[src/rtl/assert_macros.svh]
// ----------------------------------------------------------------------------
// Assertion macros
// Shared concurrent assertion forms for the converter RTL.
// ----------------------------------------------------------------------------
`ifndef ASSERT_MACROS_SVH
`define ASSERT_MACROS_SVH

`ifndef ASSERT_OFF

// Check an implication on every edge outside reset.
`define ASSERT_PROP(label, clk, rst_n, prop) \
    label: assert property (@(posedge clk) disable iff (!rst_n) prop) \
        else $error("assertion failed");

// Check an implication on every edge, reset included.
`define ASSERT_ALWAYS(label, clk, prop) \
    label: assert property (@(posedge clk) prop) \
        else $error("assertion failed");

`else

`define ASSERT_PROP(label, clk, rst_n, prop)
`define ASSERT_ALWAYS(label, clk, prop)

`endif

`endif

[src/rtl/icv_pkg.sv]
// ----------------------------------------------------------------------------
// Converter package
// Shared constants, types and character classification functions.
// ----------------------------------------------------------------------------
`timescale 1ns / 1ps

package icv_pkg;

    localparam int STACK_DEPTH = 16;
    localparam int AW          = $clog2(STACK_DEPTH);
    localparam int CW          = $clog2(STACK_DEPTH + 1);

    localparam logic [7:0] CH_NUL   = 8'h00;
    localparam logic [7:0] CH_OPEN  = 8'h28;
    localparam logic [7:0] CH_CLOSE = 8'h29;
    localparam logic [7:0] CH_DOT   = 8'h2E;
    localparam logic [7:0] CH_SPACE = 8'h20;
    localparam logic [7:0] CH_PLUS  = 8'h2B;
    localparam logic [7:0] CH_MINUS = 8'h2D;
    localparam logic [7:0] CH_STAR  = 8'h2A;
    localparam logic [7:0] CH_SLASH = 8'h2F;
    localparam logic [7:0] CH_PCT   = 8'h25;

    localparam logic [1:0] ERR_NONE      = 2'd0;
    localparam logic [1:0] ERR_OVERFLOW  = 2'd1;
    localparam logic [1:0] ERR_UNMATCHED = 2'd2;

    typedef enum logic [2:0] {
        C_FLUSH,
        C_OPND,
        C_OPEN,
        C_CLOSE,
        C_OPER
    } t_cls;

    typedef struct packed {
        t_cls       cls;
        logic [7:0] ch;
        logic [1:0] rank;
    } t_tok;

    typedef struct packed {
        logic [7:0] ch;
        logic       last;
        logic [1:0] err;
    } t_res;

    typedef enum logic [3:0] {
        S_IDLE,
        S_OPND,
        S_OPEN,
        S_CL_RD,
        S_CL_CHK,
        S_CL_X,
        S_OP_SP,
        S_OP_RD,
        S_OP_CHK,
        S_OP_X,
        S_OP_PUSH,
        S_OP_PUSH2,
        S_FL_RD,
        S_FL_CHK,
        S_FL_Z,
        S_FIN
    } t_state;

    function automatic logic [1:0] rank_of(input logic [7:0] c);
        logic [1:0] r;
        r = 2'd3;
        if (c == CH_OPEN) begin
            r = 2'd0;
        end else if (c == CH_PLUS || c == CH_MINUS) begin
            r = 2'd1;
        end else if (c == CH_STAR || c == CH_SLASH || c == CH_PCT) begin
            r = 2'd2;
        end
        return r;
    endfunction

    function automatic t_cls class_of(input logic [7:0] c);
        t_cls k;
        k = C_OPER;
        if (c == CH_NUL) begin
            k = C_FLUSH;
        end else if ((c >= 8'h30 && c <= 8'h39) || (c >= 8'h41 && c <= 8'h5A) ||
                     (c >= 8'h61 && c <= 8'h7A) || c == CH_DOT) begin
            k = C_OPND;
        end else if (c == CH_OPEN) begin
            k = C_OPEN;
        end else if (c == CH_CLOSE) begin
            k = C_CLOSE;
        end
        return k;
    endfunction

endpackage

[src/rtl/icv_ram.sv]
// ----------------------------------------------------------------------------
// Generic RAM
// One write port, one read port with registered read data.
// ----------------------------------------------------------------------------
`timescale 1ns / 1ps

module icv_ram #(
    parameter int WIDTH = 8,
    parameter int DEPTH = 16
) (
    input  logic                     i_clk,
    input  logic                     i_we,
    input  logic [$clog2(DEPTH)-1:0] i_waddr,
    input  logic [WIDTH-1:0]         i_wdata,
    input  logic                     i_re,
    input  logic [$clog2(DEPTH)-1:0] i_raddr,
    output logic [WIDTH-1:0]         o_rdata
);

    logic [WIDTH-1:0] r_mem [DEPTH];
    logic [WIDTH-1:0] r_rdata;

    always_ff @(posedge i_clk) begin
        if (i_we) begin
            r_mem[i_waddr] <= i_wdata;
        end
        if (i_re) begin
            r_rdata <= r_mem[i_raddr];
        end
    end

    assign o_rdata = r_rdata;

endmodule

[src/rtl/icv_front.sv]
// ----------------------------------------------------------------------------
// Converter front end
// Accept input words, classify them and hold them in a two-entry queue.
// ----------------------------------------------------------------------------
`timescale 1ns / 1ps

module icv_front (
    input  logic          i_clk,
    input  logic          i_rst_n,
    input  logic          i_push,
    input  logic [7:0]    i_char_code,
    output logic          o_full,
    output logic          o_tok_valid,
    output icv_pkg::t_tok o_tok,
    input  logic          i_tok_take
);
    import icv_pkg::*;

    t_tok       r_mem [2];
    logic       r_wp;
    logic       r_rp;
    logic [1:0] r_n;
    logic       wr;
    logic       rd;
    t_tok       tok_in;

    assign o_full      = (r_n == 2'd2);
    assign o_tok_valid = (r_n != 2'd0);
    assign o_tok       = r_mem[r_rp];
    assign wr          = i_push && !o_full;
    assign rd          = i_tok_take && o_tok_valid;

    always_comb begin
        tok_in.cls  = class_of(i_char_code);
        tok_in.ch   = i_char_code;
        tok_in.rank = rank_of(i_char_code);
    end

    always_ff @(posedge i_clk) begin
        if (!i_rst_n) begin
            r_wp <= 1'b0;
            r_rp <= 1'b0;
            r_n  <= 2'd0;
        end else begin
            if (wr) begin
                r_wp <= ~r_wp;
            end
            if (rd) begin
                r_rp <= ~r_rp;
            end
            r_n <= r_n + {1'b0, wr} - {1'b0, rd};
        end
    end

    always_ff @(posedge i_clk) begin
        if (wr) begin
            r_mem[r_wp] <= tok_in;
        end
    end

endmodule

[src/rtl/icv_back.sv]
// ----------------------------------------------------------------------------
// Converter back end
// Run the operator stack sequencer and queue the emitted words.
// ----------------------------------------------------------------------------
`timescale 1ns / 1ps

module icv_back (
    input  logic          i_clk,
    input  logic          i_rst_n,
    input  logic          i_tok_valid,
    input  icv_pkg::t_tok i_tok,
    output logic          o_tok_take,
    input  logic          i_pop,
    output logic          o_empty,
    output icv_pkg::t_res o_res
);
    import icv_pkg::*;

    t_state      r_state, n_state;
    logic [CW-1:0] r_cnt, n_cnt;
    logic [7:0]  r_ch, n_ch;
    logic [1:0]  r_rank, n_rank;
    logic [1:0]  r_err, n_err;
    logic [7:0]  r_hold;
    logic        r_hv;

    logic          ram_we;
    logic [AW-1:0] ram_waddr;
    logic [7:0]    ram_wdata;
    logic          ram_re;
    logic [CW-1:0] cnt_dec;
    logic [CW:0]   cnt_p2;
    logic [7:0]    rdata;

    logic       do_emit;
    logic       do_fin;
    logic [7:0] e_ch;

    t_res       r_q [2];
    logic       r_qwp;
    logic       r_qrp;
    logic [1:0] r_qn;
    logic       q_full;
    logic       q_push;
    logic       q_pop;
    t_res       q_wdata;

    assign cnt_dec = r_cnt - CW'(1);
    assign cnt_p2  = {1'b0, r_cnt} + (CW + 1)'(2);

    icv_ram #(
        .WIDTH(8),
        .DEPTH(STACK_DEPTH)
    ) u_stack (
        .i_clk  (i_clk),
        .i_we   (ram_we),
        .i_waddr(ram_waddr),
        .i_wdata(ram_wdata),
        .i_re   (ram_re),
        .i_raddr(cnt_dec[AW-1:0]),
        .o_rdata(rdata)
    );

    always_ff @(posedge i_clk) begin
        if (!i_rst_n) begin
            r_state <= S_IDLE;
            r_cnt   <= '0;
            r_hv    <= 1'b0;
        end else begin
            r_state <= n_state;
            r_cnt   <= n_cnt;
            if (do_emit) begin
                r_hv <= 1'b1;
            end else if (do_fin) begin
                r_hv <= 1'b0;
            end
        end
    end

    always_ff @(posedge i_clk) begin
        r_ch   <= n_ch;
        r_rank <= n_rank;
        r_err  <= n_err;
        if (do_emit) begin
            r_hold <= e_ch;
        end
    end

    always_comb begin
        n_state    = r_state;
        n_cnt      = r_cnt;
        n_ch       = r_ch;
        n_rank     = r_rank;
        n_err      = r_err;
        o_tok_take = 1'b0;
        ram_we     = 1'b0;
        ram_waddr  = r_cnt[AW-1:0];
        ram_wdata  = r_ch;
        ram_re     = 1'b0;
        do_emit    = 1'b0;
        do_fin     = 1'b0;
        e_ch       = r_ch;
        case (r_state)
            S_IDLE: begin
                if (i_tok_valid) begin
                    o_tok_take = 1'b1;
                    n_ch       = i_tok.ch;
                    n_rank     = i_tok.rank;
                    n_err      = ERR_NONE;
                    case (i_tok.cls)
                        C_FLUSH: n_state = S_FL_RD;
                        C_OPND:  n_state = S_OPND;
                        C_OPEN:  n_state = S_OPEN;
                        C_CLOSE: n_state = S_CL_RD;
                        C_OPER:  n_state = S_OP_SP;
                        default: n_state = S_IDLE;
                    endcase
                end
            end
            S_OPND: begin
                if (!q_full) begin
                    do_emit = 1'b1;
                    n_state = S_FIN;
                end
            end
            S_OPEN: begin
                if (r_cnt < CW'(STACK_DEPTH)) begin
                    ram_we = 1'b1;
                    n_cnt  = r_cnt + CW'(1);
                end else begin
                    n_err = ERR_OVERFLOW;
                end
                n_state = S_FIN;
            end
            S_CL_RD: begin
                if (r_cnt == '0) begin
                    n_err   = ERR_UNMATCHED;
                    n_state = S_FIN;
                end else begin
                    ram_re  = 1'b1;
                    n_state = S_CL_CHK;
                end
            end
            S_CL_CHK: begin
                if (rdata == CH_OPEN) begin
                    n_cnt   = cnt_dec;
                    n_state = S_FIN;
                end else if (!q_full) begin
                    n_cnt   = cnt_dec;
                    do_emit = 1'b1;
                    if (rdata == CH_SPACE) begin
                        e_ch    = rdata;
                        n_state = S_CL_RD;
                    end else begin
                        e_ch    = CH_SPACE;
                        n_state = S_CL_X;
                    end
                end
            end
            S_CL_X: begin
                if (!q_full) begin
                    do_emit = 1'b1;
                    e_ch    = rdata;
                    n_state = S_CL_RD;
                end
            end
            S_OP_SP: begin
                if (!q_full) begin
                    do_emit = 1'b1;
                    e_ch    = CH_SPACE;
                    n_state = S_OP_RD;
                end
            end
            S_OP_RD: begin
                if (r_cnt == '0) begin
                    n_state = S_OP_PUSH;
                end else begin
                    ram_re  = 1'b1;
                    n_state = S_OP_CHK;
                end
            end
            S_OP_CHK: begin
                if (r_rank <= rank_of(rdata)) begin
                    if (!q_full) begin
                        n_cnt   = cnt_dec;
                        do_emit = 1'b1;
                        e_ch    = CH_SPACE;
                        n_state = S_OP_X;
                    end
                end else begin
                    n_state = S_OP_PUSH;
                end
            end
            S_OP_X: begin
                if (!q_full) begin
                    do_emit = 1'b1;
                    e_ch    = rdata;
                    n_state = S_OP_RD;
                end
            end
            S_OP_PUSH: begin
                if (cnt_p2 <= (CW + 1)'(STACK_DEPTH)) begin
                    ram_we    = 1'b1;
                    ram_wdata = CH_SPACE;
                    n_cnt     = r_cnt + CW'(1);
                    n_state   = S_OP_PUSH2;
                end else begin
                    n_err   = ERR_OVERFLOW;
                    n_state = S_FIN;
                end
            end
            S_OP_PUSH2: begin
                ram_we  = 1'b1;
                n_cnt   = r_cnt + CW'(1);
                n_state = S_FIN;
            end
            S_FL_RD: begin
                if (r_cnt == '0) begin
                    n_state = S_FL_Z;
                end else begin
                    ram_re  = 1'b1;
                    n_state = S_FL_CHK;
                end
            end
            S_FL_CHK: begin
                if (!q_full) begin
                    n_cnt   = cnt_dec;
                    do_emit = 1'b1;
                    e_ch    = rdata;
                    n_state = S_FL_RD;
                end
            end
            S_FL_Z: begin
                if (!q_full) begin
                    do_emit = 1'b1;
                    e_ch    = CH_NUL;
                    n_state = S_FIN;
                end
            end
            S_FIN: begin
                if (!q_full) begin
                    do_fin  = 1'b1;
                    n_state = S_IDLE;
                end
            end
            default: n_state = S_IDLE;
        endcase
    end

    // hold back one word so the last one of an input can be tagged
    always_comb begin
        q_push       = 1'b0;
        q_wdata.ch   = r_hold;
        q_wdata.last = 1'b0;
        q_wdata.err  = ERR_NONE;
        if (do_emit) begin
            q_push = r_hv;
        end else if (do_fin) begin
            q_wdata.last = 1'b1;
            q_wdata.err  = r_err;
            if (r_hv) begin
                q_push = 1'b1;
            end else if (r_err != ERR_NONE) begin
                q_push     = 1'b1;
                q_wdata.ch = CH_SPACE;
            end
        end
    end

    assign q_full  = (r_qn == 2'd2);
    assign o_empty = (r_qn == 2'd0);
    assign o_res   = r_q[r_qrp];
    assign q_pop   = i_pop && !o_empty;

    always_ff @(posedge i_clk) begin
        if (!i_rst_n) begin
            r_qwp <= 1'b0;
            r_qrp <= 1'b0;
            r_qn  <= 2'd0;
        end else begin
            if (q_push) begin
                r_qwp <= ~r_qwp;
            end
            if (q_pop) begin
                r_qrp <= ~r_qrp;
            end
            r_qn <= r_qn + {1'b0, q_push} - {1'b0, q_pop};
        end
    end

    always_ff @(posedge i_clk) begin
        if (q_push) begin
            r_q[r_qwp] <= q_wdata;
        end
    end

endmodule

[src/rtl/infix_to_postfix_converter_unit.sv]
// ----------------------------------------------------------------------------
// Infix to postfix converter
// Shunting-yard conversion of a character stream with an operator stack.
// ----------------------------------------------------------------------------
// One character word goes in per push; zero or more postfix words come out,
// the last of them tagged by run_last and carrying any error code. A front
// end classifies characters into a two-entry queue; the back end sequencer
// runs the stack held in a registered-read RAM with one write and one read
// port and feeds a two-entry result queue. Each stacked entry popped by ')',
// an operator or a flush waits for the registered RAM read before it is
// checked or emitted. The stack needs no clearing pass after reset.
`timescale 1ns / 1ps

`include "assert_macros.svh"

module infix_to_postfix_converter_unit (
    input  logic       i_clk,
    input  logic       i_rst_n,
    input  logic       i_push,
    input  logic [7:0] i_char_code,
    output logic       o_full,
    output logic       o_empty,
    input  logic       i_pop,
    output logic [7:0] o_out_char,
    output logic       o_run_last,
    output logic [1:0] o_error_code
);
    import icv_pkg::*;

    logic tok_valid;
    logic tok_take;
    t_tok tok;
    t_res res;
    logic res_term;

    icv_front u_front (
        .i_clk      (i_clk),
        .i_rst_n    (i_rst_n),
        .i_push     (i_push),
        .i_char_code(i_char_code),
        .o_full     (o_full),
        .o_tok_valid(tok_valid),
        .o_tok      (tok),
        .i_tok_take (tok_take)
    );

    icv_back u_back (
        .i_clk      (i_clk),
        .i_rst_n    (i_rst_n),
        .i_tok_valid(tok_valid),
        .i_tok      (tok),
        .o_tok_take (tok_take),
        .i_pop      (i_pop),
        .o_empty    (o_empty),
        .o_res      (res)
    );

    assign o_out_char   = res.ch;
    assign o_run_last   = res.last;
    assign o_error_code = res.err;
    assign res_term     = !o_empty && (o_out_char == CH_NUL);

    `ASSERT_PROP(a_err_on_last, i_clk, i_rst_n, (!o_empty && o_error_code != ERR_NONE) |-> o_run_last)
    `ASSERT_PROP(a_err_legal, i_clk, i_rst_n, !o_empty |-> (o_error_code <= ERR_UNMATCHED))
    `ASSERT_PROP(a_term_last, i_clk, i_rst_n, res_term |-> (o_run_last && o_error_code == ERR_NONE))
    `ASSERT_ALWAYS(a_rst_empty, i_clk, !i_rst_n |=> o_empty)

endmodule

[config.mk]
export PLATFORM = sky130hd
export DESIGN_NAME = infix_to_postfix_converter_unit
export DESIGN_NICKNAME = d
export VERILOG_FILES = /design/src/rtl/icv_pkg.sv /design/src/rtl/icv_ram.sv /design/src/rtl/icv_front.sv /design/src/rtl/icv_back.sv /design/src/rtl/infix_to_postfix_converter_unit.sv
export VERILOG_INCLUDE_DIRS = /design/src /design/src/rtl
export SDC_FILE = /design/constraint.sdc
export NUM_CORES = 1
export LEC_CHECK = 0
export ABC_AREA = 0
export BUFFER_PORTS_ARGS = -buffer_cell sky130_fd_sc_hd__buf_4
export CAP_MARGIN = 25
export CORE_ASPECT_RATIO = 1.25
export CORE_UTILIZATION = 25
export DETAILED_ROUTE_END_ITERATION = 12
export PLACE_DENSITY = 0.43
export SETUP_SLACK_MARGIN = 0.1
export SYNTH_ARGS = -nofsm -noshare
export SYNTH_HDL_FRONTEND = slang
export SYNTH_HIERARCHICAL = 1
export SYNTH_SLANG_ARGS = --single-unit
export TNS_END_PERCENT = 50
[constraint.sdc]
create_clock -name i_clk -period 3.3 [get_ports i_clk]
set_clock_uncertainty 0.15 [all_clocks]
set_input_delay 0.66 -clock i_clk [delete_from_list [all_inputs] [get_ports i_clk]]
set_output_delay 0.66 -clock i_clk [all_outputs]
set_load 0.01 [all_outputs]
==> results.json, run 1 <==
{
  "status": "finished clean",
  "multiInputGateArea_um2": 3220,
  "maxCapViolCount": 0,
  "ys.flop_type": "edfxtp_1",
  "clockBufferDepth": 3,
  "hpwl_um": 15400,
  "antenna_cells": 0,
  "antenna_found_initial": 0,
  "crit_arrival_ns": 3.26,
  "fmax_mhz": 339,
  "viasPerCell": 4.57,
  "crit_fanout": 4,
  "clk_latency_ns": 0.52,
  "routedWlPerCell_um": 18.5,
  "tightest_slew_ns": 0.729,
  "detail_route.first_pass.iterations": 4,
  "syn_avg_cell_area_um2": 15.2,
  "cts_tree": "done",
  "powerDensity_nw_per_um2": 861,
  "synth_enable_flop_cells": 204,
  "cp_top_family": "compound AO/OA/AOI/OAI gates",
  "drt_iter0_markers": 270,
  "critical_path_buf_inv_count": 1,
  "layout-drive-gt1-share_pct": 23.7,
  "dieArea_um2": 40700,
  "ys_async_sr_fraction_pct": 0,
  "end_kind": "flop",
  "start_util_pct": 25.4,
  "final_common_cell": "edfxtp_1",
  "fp.dieH_um": 225,
  "drc_errors": 0,
  "ys_types": 81,
  "min_path_type": "in -> reg",
  "critPathKind": "reg -> reg",
  "stdcell_count": 1232,
  "cts.root.buffer_cell": "clkbuf_16",
  "ys_seq_area_share_pct": 65.5,
  "core_area_um2": 39200,
  "regArea_um2": 6530,
  "power.leakage_nw": 3.89,
  "ant_nets": 0,
  "critical_path.most_common_cell": "ha_1",
  "clkSinkCount": 224,
  "drv_slew": 0,
  "placedCellCount": 1190,
  "hold_violations": 0,
  "io_pins": 25,
  "cpPeakStageDelay_ns": 0.43,
  "grt_usage_pct": 11.5,
  "place_congestion": 0.821,
  "synth-seq-cells": 224,
  "fin_nets": 737,
  "cts_resized": 0,
  "synth_nets": 675,
  "peakVddDrop_mv": 0.377,
  "grt_pass1_vias": 5815,
  "rsz0062_at_grt": "no",
  "numCtsBuffers": 24,
  "routed_wl_um": 22800,
  "final_cell_mix": "edfxtp_1 (204), buf_4 (65), nand2_1 (47)",
  "finalSetupViolCount": 0,
  "cts.clk_slew.worst_paths_ns": 0.06,
  "num_vias": 5632,
  "syn_inst": 656,
  "startpoint_type": "flop",
  "netlist_area_um2": 9970,
  "grt_max_degree": 33,
  "ctsHoldBuffers": 0,
  "worst_path_max_delay_cell": "edfxtp_1",
  "crit_required_ns": 3.61,
  "tns_ns": 0,
  "die_x_um": 181,
  "n_fill_cell": 3892,
  "htree_levels": 1,
  "period_share_pct": 89.4,
  "yosys_warnings": 6,
  "post_cts_buffers": 0,
  "io_buffers": 24,
  "fin_crit_ns": 2.95,
  "grt_pass1_wl_um": 35500,
  "placementRows": 81,
  "grt_overflow": 0,
  "max-slew-margin-rel_pct": 51.2,
  "area_growth_pct": 17.0,
  "worstPathCellList": "nor4b_4 > nand2_1 > nor2_1 > ha_1 > nor2b_1 > o21ai_0 > buf_4 > a41oi_1 > a21o_2 > xor2_1 > ha_1 > a31o_1 > a21boi_2"
}
sequential cells by signal (all words and copies together) (netlist names), 2 cells and up, named ones only:
signal,flops
u_back/r_state,4
u_back/r_err,2
u_front/r_n,2
u_back/r_rank,2
u_back/u_stack/o_rdata,8
u_back/u_stack/r_mem,128
u_back/r_ch,8
u_back/r_hold,8
u_back/r_cnt,5
u_back/r_qn,2
u_front/r_mem,26
u_back/r_q,22
stage by stage:
step / worst slack, ns / power (mW) / cell area [µm²] / util, % / hold slack (ns)
3_3_place_gp: 0.335 / 7.52 / 10900 / 27.8 / 0.349
2_1_floorplan: 0.164 / 6.34 / 9970 / - / 0.343
3_5_place_dp: 0.341 / 7.54 / 10900 / 27.8 / 0.371
5_1_grt: 0.116 / 10.6 / 11700 / 29.7 / 0.189
4_1_cts: 0.323 / 10.2 / 11700 / 29.7 / 0.182
6_report: 0.348 / 10.0 / 11700 / 29.7 / 0.210
power by group:
part	switching, mW	internal [mW]
clock	1.07	1.52
sequential	0.253	3.77
combinational	2.09	1.33
cell families (layout without fill, tap and decap cells):
kind of cell | count (synthesis) | after routing | synth area share [%]
flip-flops | 224 | 224 | 65.5
AND/OR/NAND/NOR | 200 | 200 | 11.1
AO/OA/AOI/OAI | 114 | 114 | 8.41
multiplexers | 59 | 59 | 10.8
buffers and inverters | 39 | 117 | 2.26
XOR/XNOR | 13 | 13 | 1.14
adder cells (fa/ha/maj) | 7 | 7 | 0.878
metal layers:
metal	part of all wire (%)	vias up	track usage, %
li1	-	2688	-
met1	43	2816	13.7
met2	50	89	20.6
met3	3.6	39	1.84
met4	2.9	0	4.58
met5	0	-	0
worst register-to-register path, stage by stage, from the launching register on:
cell	delay, ns
edfxtp_1	0.43
nor4b_4	0.31
nand2_1	0.08
nor2_1	0.11
ha_1	0.24
nor2b_1	0.14
o21ai_0	0.14
buf_4	0.14
a41oi_1	0.18
a21o_2	0.30
xor2_1	0.16
ha_1	0.21
a31o_1	0.19
a21boi_2	0.11
cell type report:
class	count	area share, %
Multi-Input combinational cell	393	27.6
Sequential cell	224	55.9
Tap cell	498	5.34
Clock inverter	16	1.09
Timing Repair Buffer	66	4.35
Clock buffer	26	5.39
Inverter	9	0.290
cell usage after synthesis (3+ instances only):
cell | n | share of area, %
o22ai_1 | 4 | 0.25
nand2b_1 | 13 | 0.82
o211ai_1 | 4 | 0.30
o31ai_1 | 3 | 0.23
nand3b_1 | 6 | 0.45
buf_2 | 11 | 0.55
xnor2_1 | 9 | 0.79
o21ai_0 | 25 | 1.3
clkbuf_1 | 6 | 0.23
o21bai_1 | 4 | 0.30
xor2_1 | 4 | 0.35
edfxtp_1 | 204 | 61
nand4_1 | 5 | 0.31
o21ai_1 | 3 | 0.15
dfxtp_1 | 20 | 4.0
a21oi_1 | 16 | 0.80
clkdlybuf4s25_2 | 3 | 0.30
a22oi_1 | 17 | 1.3
inv_1 | 9 | 0.34
or2_2 | 4 | 0.25
buf_6 | 4 | 0.45
mux2_2 | 25 | 2.8
nor3_2 | 3 | 0.30
nand2_1 | 47 | 1.8
a21oi_2 | 3 | 0.26
and3_2 | 3 | 0.23
buf_4 | 4 | 0.30
nor3_1 | 9 | 0.45
mux4_1 | 14 | 3.7
ha_1 | 7 | 0.88
mux4_2 | 18 | 4.1
nand3_1 | 12 | 0.60
and2_1 | 22 | 1.4
and3_1 | 3 | 0.19
nor2_1 | 42 | 1.6
nor2b_1 | 13 | 0.82
path summary, 6_finish.rpt:
| check | start | end | slack [ns] | depth (start not counted) |
|---|---|---|---|---|
| setup / recovery | u_back/u_stack/o_rdata[4] | u_back/r_qn[1] | 0.35 | 13 |
| hold / removal | i_char_code[7] | u_front/r_mem[0][9] | 0.21 | 1 |
| setup reg to reg | u_back/u_stack/o_rdata[4] | u_back/r_qn[1] | 0.35 | 13 |
| hold reg to reg | u_back/r_hold[5] | u_back/r_q[0][8] | 0.38 | 1 |
Power figures use the tool's default switching activity.
==> run 2: changes to the inputs <==
Settings changed: CTS_BUF_LIST set to sky130_fd_sc_hd__clkbuf_4.
==> results.json, run 2 (same netlist as run 1, synthesis figures left out) <==
{
  "viasPerCell": 4.54,
  "grt_overflow": 0,
  "fmax_mhz": 340,
  "routedWlPerCell_um": 17.6,
  "power.leakage_nw": 3.98,
  "critPathKind": "reg -> reg",
  "powerDensity_nw_per_um2": 846,
  "cpPeakStageDelay_ns": 0.44,
  "top_register": "u_back/u_stack/r_mem",
  "core_area_um2": 39200,
  "start_util_pct": 25.4,
  "cp_top_family": "compound AO/OA/AOI/OAI gates",
  "area_growth_pct": 17.7,
  "htree_levels": 2,
  "grt_pass1_vias": 6150,
  "cts.root.buffer_cell": "clkbuf_4",
  "crit_arrival_ns": 3.45,
  "hpwl_um": 15400,
  "clk_latency_ns": 0.71,
  "cts_resized": 0,
  "grt_pass1_wl_um": 36300,
  "io_buffers": 24,
  "fin_crit_ns": 2.94,
  "largest_reg_flops": 128,
  "antenna_found_initial": 1,
  "post_cts_buffers": 0,
  "detail_route.first_pass.iterations": 4,
  "dieArea_um2": 40700,
  "cts.clk_slew.worst_paths_ns": 0.06,
  "layout-drive-gt1-share_pct": 28.4,
  "crit_required_ns": 3.80,
  "clockBufferDepth": 3,
  "drt_iter0_markers": 303,
  "fin_nets": 773,
  "maxCapViolCount": 0,
  "period_share_pct": 89.2,
  "worstPathCellList": "nor4b_4 > nand2_1 > nor2_1 > ha_1 > nor2b_1 > o21ai_0 > buf_4 > a41oi_1 > a21o_2 > xor2_1 > ha_1 > a31o_1 > a21boi_2",
  "final_common_cell": "edfxtp_1",
  "finalSetupViolCount": 0,
  "drv_slew": 0,
  "startpoint_type": "flop",
  "ant_nets": 0,
  "critical_path_buf_inv_count": 1,
  "grt_usage_pct": 11.8,
  "min_path_type": "in -> reg",
  "fp.dieH_um": 225,
  "critical_path.most_common_cell": "ha_1",
  "power_mw": 9.93,
  "reg2reg_depth": 13,
  "cp.depth": 13,
  "worst_path_max_delay_cell": "edfxtp_1",
  "cts_tree": "done",
  "hold_violations": 0,
  "drc_errors": 0,
  "place_congestion": 0.821,
  "tightest_slew_ns": 0.770,
  "crit_fanout": 4,
  "holdPathStages": 1,
  "peakVddDrop_mv": 0.325,
  "largest_registers": "u_back/u_stack/r_mem: 128 flops, u_front/r_mem: 26 flops, u_back/r_q: 22 flops",
  "die_x_um": 181,
  "holdWs_ns": 0.0822,
  "final_cell_mix": "edfxtp_1 (204), clkbuf_4 (79), buf_4 (65)",
  "grt_max_degree": 33,
  "clkSinkCount": 224,
  "num_vias": 5901,
  "placementRows": 81,
  "numCtsBuffers": 57,
  "status": "finished clean",
  "tns_ns": 0,
  "end_kind": "flop",
  "max-slew-margin-rel_pct": 48.6,
  "rsz0062_at_grt": "no",
  "io_pins": 25,
  "routed_wl_um": 22900
}
[run 2: cell count changes in the layout (fill, tap and decap cells not counted), moves of 3 or more]
cell | before | now
clkbuf_16 | 25 | 0
clkinv_1 | 8 | 20
clkbuf_4 | 0 | 79
dlygate4sd3_1 | 0 | 3
[run 2: worst reg2reg max path: stages, from the launching register on]
cell	delay (ns)
edfxtp_1	0.44
nor4b_4	0.32
nand2_1	0.08
nor2_1	0.11
ha_1	0.24
nor2b_1	0.14
o21ai_0	0.14
buf_4	0.14
a41oi_1	0.18
a21o_2	0.29
xor2_1	0.16
ha_1	0.21
a31o_1	0.19
a21boi_2	0.11
[run 2: routing by layer]
layer / GRT usage, % / part of all wire [%] / vias up
met5: 0 / 0 / -
met4: 5.87 / 3.6 / 0
met3: 2.39 / 3.8 / 48
met2: 20.8 / 51 / 108
met1: 13.5 / 42 / 2930
li1: - / - / 2815
[run 2: power breakdown]
group	switching, mW	internal, mW	leakage [nW]
sequential	0.253	3.77	2.00
clock	1.13	1.35	0.453
combinational	2.08	1.33	1.53
total	3.47	6.46	3.98
[run 2: per-stage QoR]
| stage | util [%] | cells | instance area, µm² | worst slack (ns) |
|---|---|---|---|---|
| 3_5_place_dp | 27.8 | 1190 | 10900 | 0.341 |
| 4_1_cts | 29.9 | 1300 | 11700 | 0.332 |
| 3_3_place_gp | 27.8 | 1190 | 10900 | 0.335 |
| 5_1_grt | 29.9 | 1301 | 11700 | 0.121 |
| 6_report | 29.9 | 1301 | 11700 | 0.356 |
| 2_1_floorplan | - | 656 | 9970 | 0.164 |
[run 2: repair_timing]
item | CTS | global route
hold buffers | 3 | 0
setup endpoints to repair | 0 | 0
hold endpoints to repair | 6 | 0
[run 2: area by class of cell]
class / count / area, µm²
inverter: 9 / 33.8
tap: 498 / 623
clock inverter: 28 / 196
clock buffer: 79 / 593
sequential: 224 / 6530
multi-input combinational: 393 / 3220
fill: 3914 / 27500
antenna: 1 / 2.50
timing repair buffer: 69 / 538
[run 2: final timing paths]
path | startpoint | slack (ns) | to
min reg2reg | u_back/r_hold[5] | 0.38 | u_back/r_q[0][8]
max | u_back/u_stack/o_rdata[4] | 0.36 | u_back/r_qn[1]
max reg2reg | u_back/u_stack/o_rdata[4] | 0.36 | u_back/r_qn[1]
min | i_char_code[6] | 0.08 | u_front/r_mem[0][8]
==> run 3: changes to the inputs <==
Settings changed: ABC_AREA 0 to 1.
==> results.json, run 3 <==
{
  "grt_pass1_vias": 7744,
  "grt_overflow": 0,
  "ys_async_sr_fraction_pct": 0,
  "clk_latency_ns": 0.70,
  "synth_top_cell_area_share_pct": 57.2,
  "area_growth_pct": 16.2,
  "status": "finished clean",
  "min_path_type": "in -> reg",
  "finalSetupViolCount": 0,
  "synth_area_leader_cell": "edfxtp_1",
  "core_area_um2": 42100,
  "final_core_util_pct": 29.5,
  "max-slew-margin-rel_pct": 41.7,
  "power.leakage_nw": 5.19,
  "crit_arrival_ns": 3.24,
  "hpwl_um": 18700,
  "cts_tree": "done",
  "synth_common_cells": "nand2_1 (282), edfxtp_1 (204), inv_1 (162), nand3_1 (138), nor2_1 (92)",
  "io_pins": 25,
  "io_buffers": 24,
  "startpoint_type": "flop",
  "p_sw_mw": 4.31,
  "ctsHoldBuffers": 0,
  "num_vias": 7784,
  "clkSinkCount": 224,
  "powerDensity_nw_per_um2": 848,
  "drt_iter0_markers": 390,
  "pwr-share-seq_pct": 38.5,
  "n_fill_cell": 4476,
  "end_kind": "flop",
  "synth_nets": 1134,
  "syn_avg_cell_area_um2": 9.61,
  "yosys_warnings": 6,
  "place_congestion": 0.840,
  "critPathKind": "reg -> reg",
  "ys_seq_area_share_pct": 60.9,
  "htree_levels": 2,
  "final_common_cell": "nand2_1",
  "tightest_slew_ns": 0.874,
  "routedWlPerCell_um": 15.4,
  "hold_violations": 0,
  "maxCapViolCount": 0,
  "fin_crit_ns": 2.98,
  "layout-drive-gt1-share_pct": 18.9,
  "p_clk_share_pct": 20.9,
  "final_cell_mix": "nand2_1 (281), edfxtp_1 (204), inv_1 (159)",
  "cpPeakStageDelay_ns": 0.46,
  "synth_enable_flop_cells": 204,
  "ys_types": 43,
  "drc_errors": 0,
  "syn_inst": 1115,
  "largest_reg_flops": 128,
  "worst_path_max_delay_cell": "edfxtp_1",
  "fmax_mhz": 335,
  "antenna_found_initial": 1,
  "rsz0062_at_grt": "no",
  "start_util_pct": 25.4,
  "cts.root.buffer_cell": "clkbuf_4",
  "die_x_um": 187,
  "drv_slew": 0,
  "placementRows": 84,
  "crit_fanout": 8,
  "synth-seq-cells": 224,
  "ys.flop_type": "edfxtp_1",
  "tns_ns": 0,
  "numCtsBuffers": 55,
  "viasPerCell": 4.30,
  "critical_path.most_common_cell": "nand2_1",
  "p_sw_share_pct": 40.8,
  "comb_power_share_pct": 40.5,
  "peakVddDrop_mv": 0.397,
  "ant_nets": 0,
  "worstPathCellList": "inv_2 > nand2_1 > nor2_2 > nand2_1 > nand2_1 > ha_1 > nand2_1 > nand2_1 > nand2_2 > inv_1 > nand2_1 > nand3_2 > nor2_2 > buf_6 > nand3b_1 > nor2_1 > buf_4",
  "grt_usage_pct": 12.9,
  "top_register": "u_back/u_stack/r_mem",
  "dieArea_um2": 43700,
  "routed_wl_um": 27800,
  "grt_pass1_wl_um": 43000,
  "cts.clk_slew.worst_paths_ns": 0.06,
  "fin_nets": 1226,
  "yosys-top-cells-area": "edfxtp_1 (57%), nand2_1 (9.9%), nand3_1 (6.4%)",
  "detail_route.first_pass.iterations": 4,
  "p_int_mw": 6.25,
  "grt_max_degree": 66,
  "netlist_area_um2": 10700,
  "fp.dieH_um": 233,
  "crit_required_ns": 3.55,
  "largest_registers": "u_back/u_stack/r_mem: 128 flops, u_front/r_mem: 26 flops, u_back/r_q: 22 flops",
  "synthMostInstantiatedCell": "nand2_1",
  "clockBufferDepth": 3,
  "period_share_pct": 90.4
}
[run 3: logic make-up (layout without fill, tap and decap cells)]
group	Yosys count	in the layout	synth area share (%)
other cells	0	1	0
buf+inv	216	352	8.44
compound gates	69	69	3.64
flops	224	224	60.9
fa+ha+maj	7	7	0.817
xor+xnor	7	7	0.572
mux	24	24	2.52
simple gates	568	568	23.1
[run 3: routing by layer]
layer | share of wire, % | up-vias | wire length [µm] | global-route usage (%)
li1 | - | 3886 | - | -
met2 | 51 | 155 | 14300 | 23.5
met5 | 0 | - | 0 | 0
met1 | 42 | 3687 | 11600 | 14.9
met4 | 3.3 | 0 | 918 | 5.76
met3 | 3.5 | 56 | 972 | 1.86
[run 3: repair_timing]
item,4_1_cts,5_1_grt
buffers inserted,0,4
setup endpoints to repair,0,139
gates resized for setup,0,16
[run 3: power by group through the flow]
stage | sequential (mW) | combinational (mW) | clock, mW
after floorplan | 4.03 | 2.81 | 0
after global placement | 4.13 | 4.32 | 0
after detailed placement | 4.13 | 4.30 | 0
after CTS | 4.07 | 4.32 | 2.31
after global routing | 4.12 | 4.74 | 2.44
final | 4.07 | 4.28 | 2.21
[run 3: worst max-delay path, delay by kind of cell (launching register included)]
kind	cells	cell delay, ns
adder cells (fa/ha/maj)	1	0.23
buffers and inverters	4	0.51
flip-flops	1	0.46
AND/OR/NAND/NOR	12	1.30
[run 3: worst paths after layout]
check                                              endpoint                      start  cells after the start  slack (ns)
worst min register to register                 u_back/r_qrp               u_back/r_qrp                      1        0.31
worst max register to register  u_back/u_stack/r_mem[10][0]  u_back/u_stack/o_rdata[0]                     17        0.32
worst min-delay path                    u_front/r_mem[1][6]             i_char_code[4]                      1        0.08
worst max-delay path            u_back/u_stack/r_mem[10][0]  u_back/u_stack/o_rdata[0]                     17        0.32
[run 3: cell type report]
class,count,area [µm²],share of cell area [%]
antenna,1,2.50,0.0201
clock buffer,79,593,4.76
clock inverter,22,85.1,0.683
inverter,183,687,5.52
multi-input combinational,675,3330,26.7
sequential,224,6530,52.4
tap,559,699,5.62
timing repair buffer,68,531,4.26
[run 3: per-stage QoR]
| stage | instances | setup slack [ns] | power (mW) | hold WS, ns | cell area, µm² |
|---|---|---|---|---|---|
| floorplan | 1115 | 0.411 | 6.84 | 0.276 | 10700 |
| global placement | 1705 | 0.221 | 8.45 | 0.288 | 11700 |
| detailed placement | 1705 | 0.165 | 8.43 | 0.287 | 11700 |
| CTS | 1806 | 0.138 | 10.7 | 0.00798 | 12400 |
| global route | 1811 | 0.0417 | 11.3 | 0.0217 | 12400 |
| finish | 1811 | 0.317 | 10.6 | 0.0807 | 12400 |
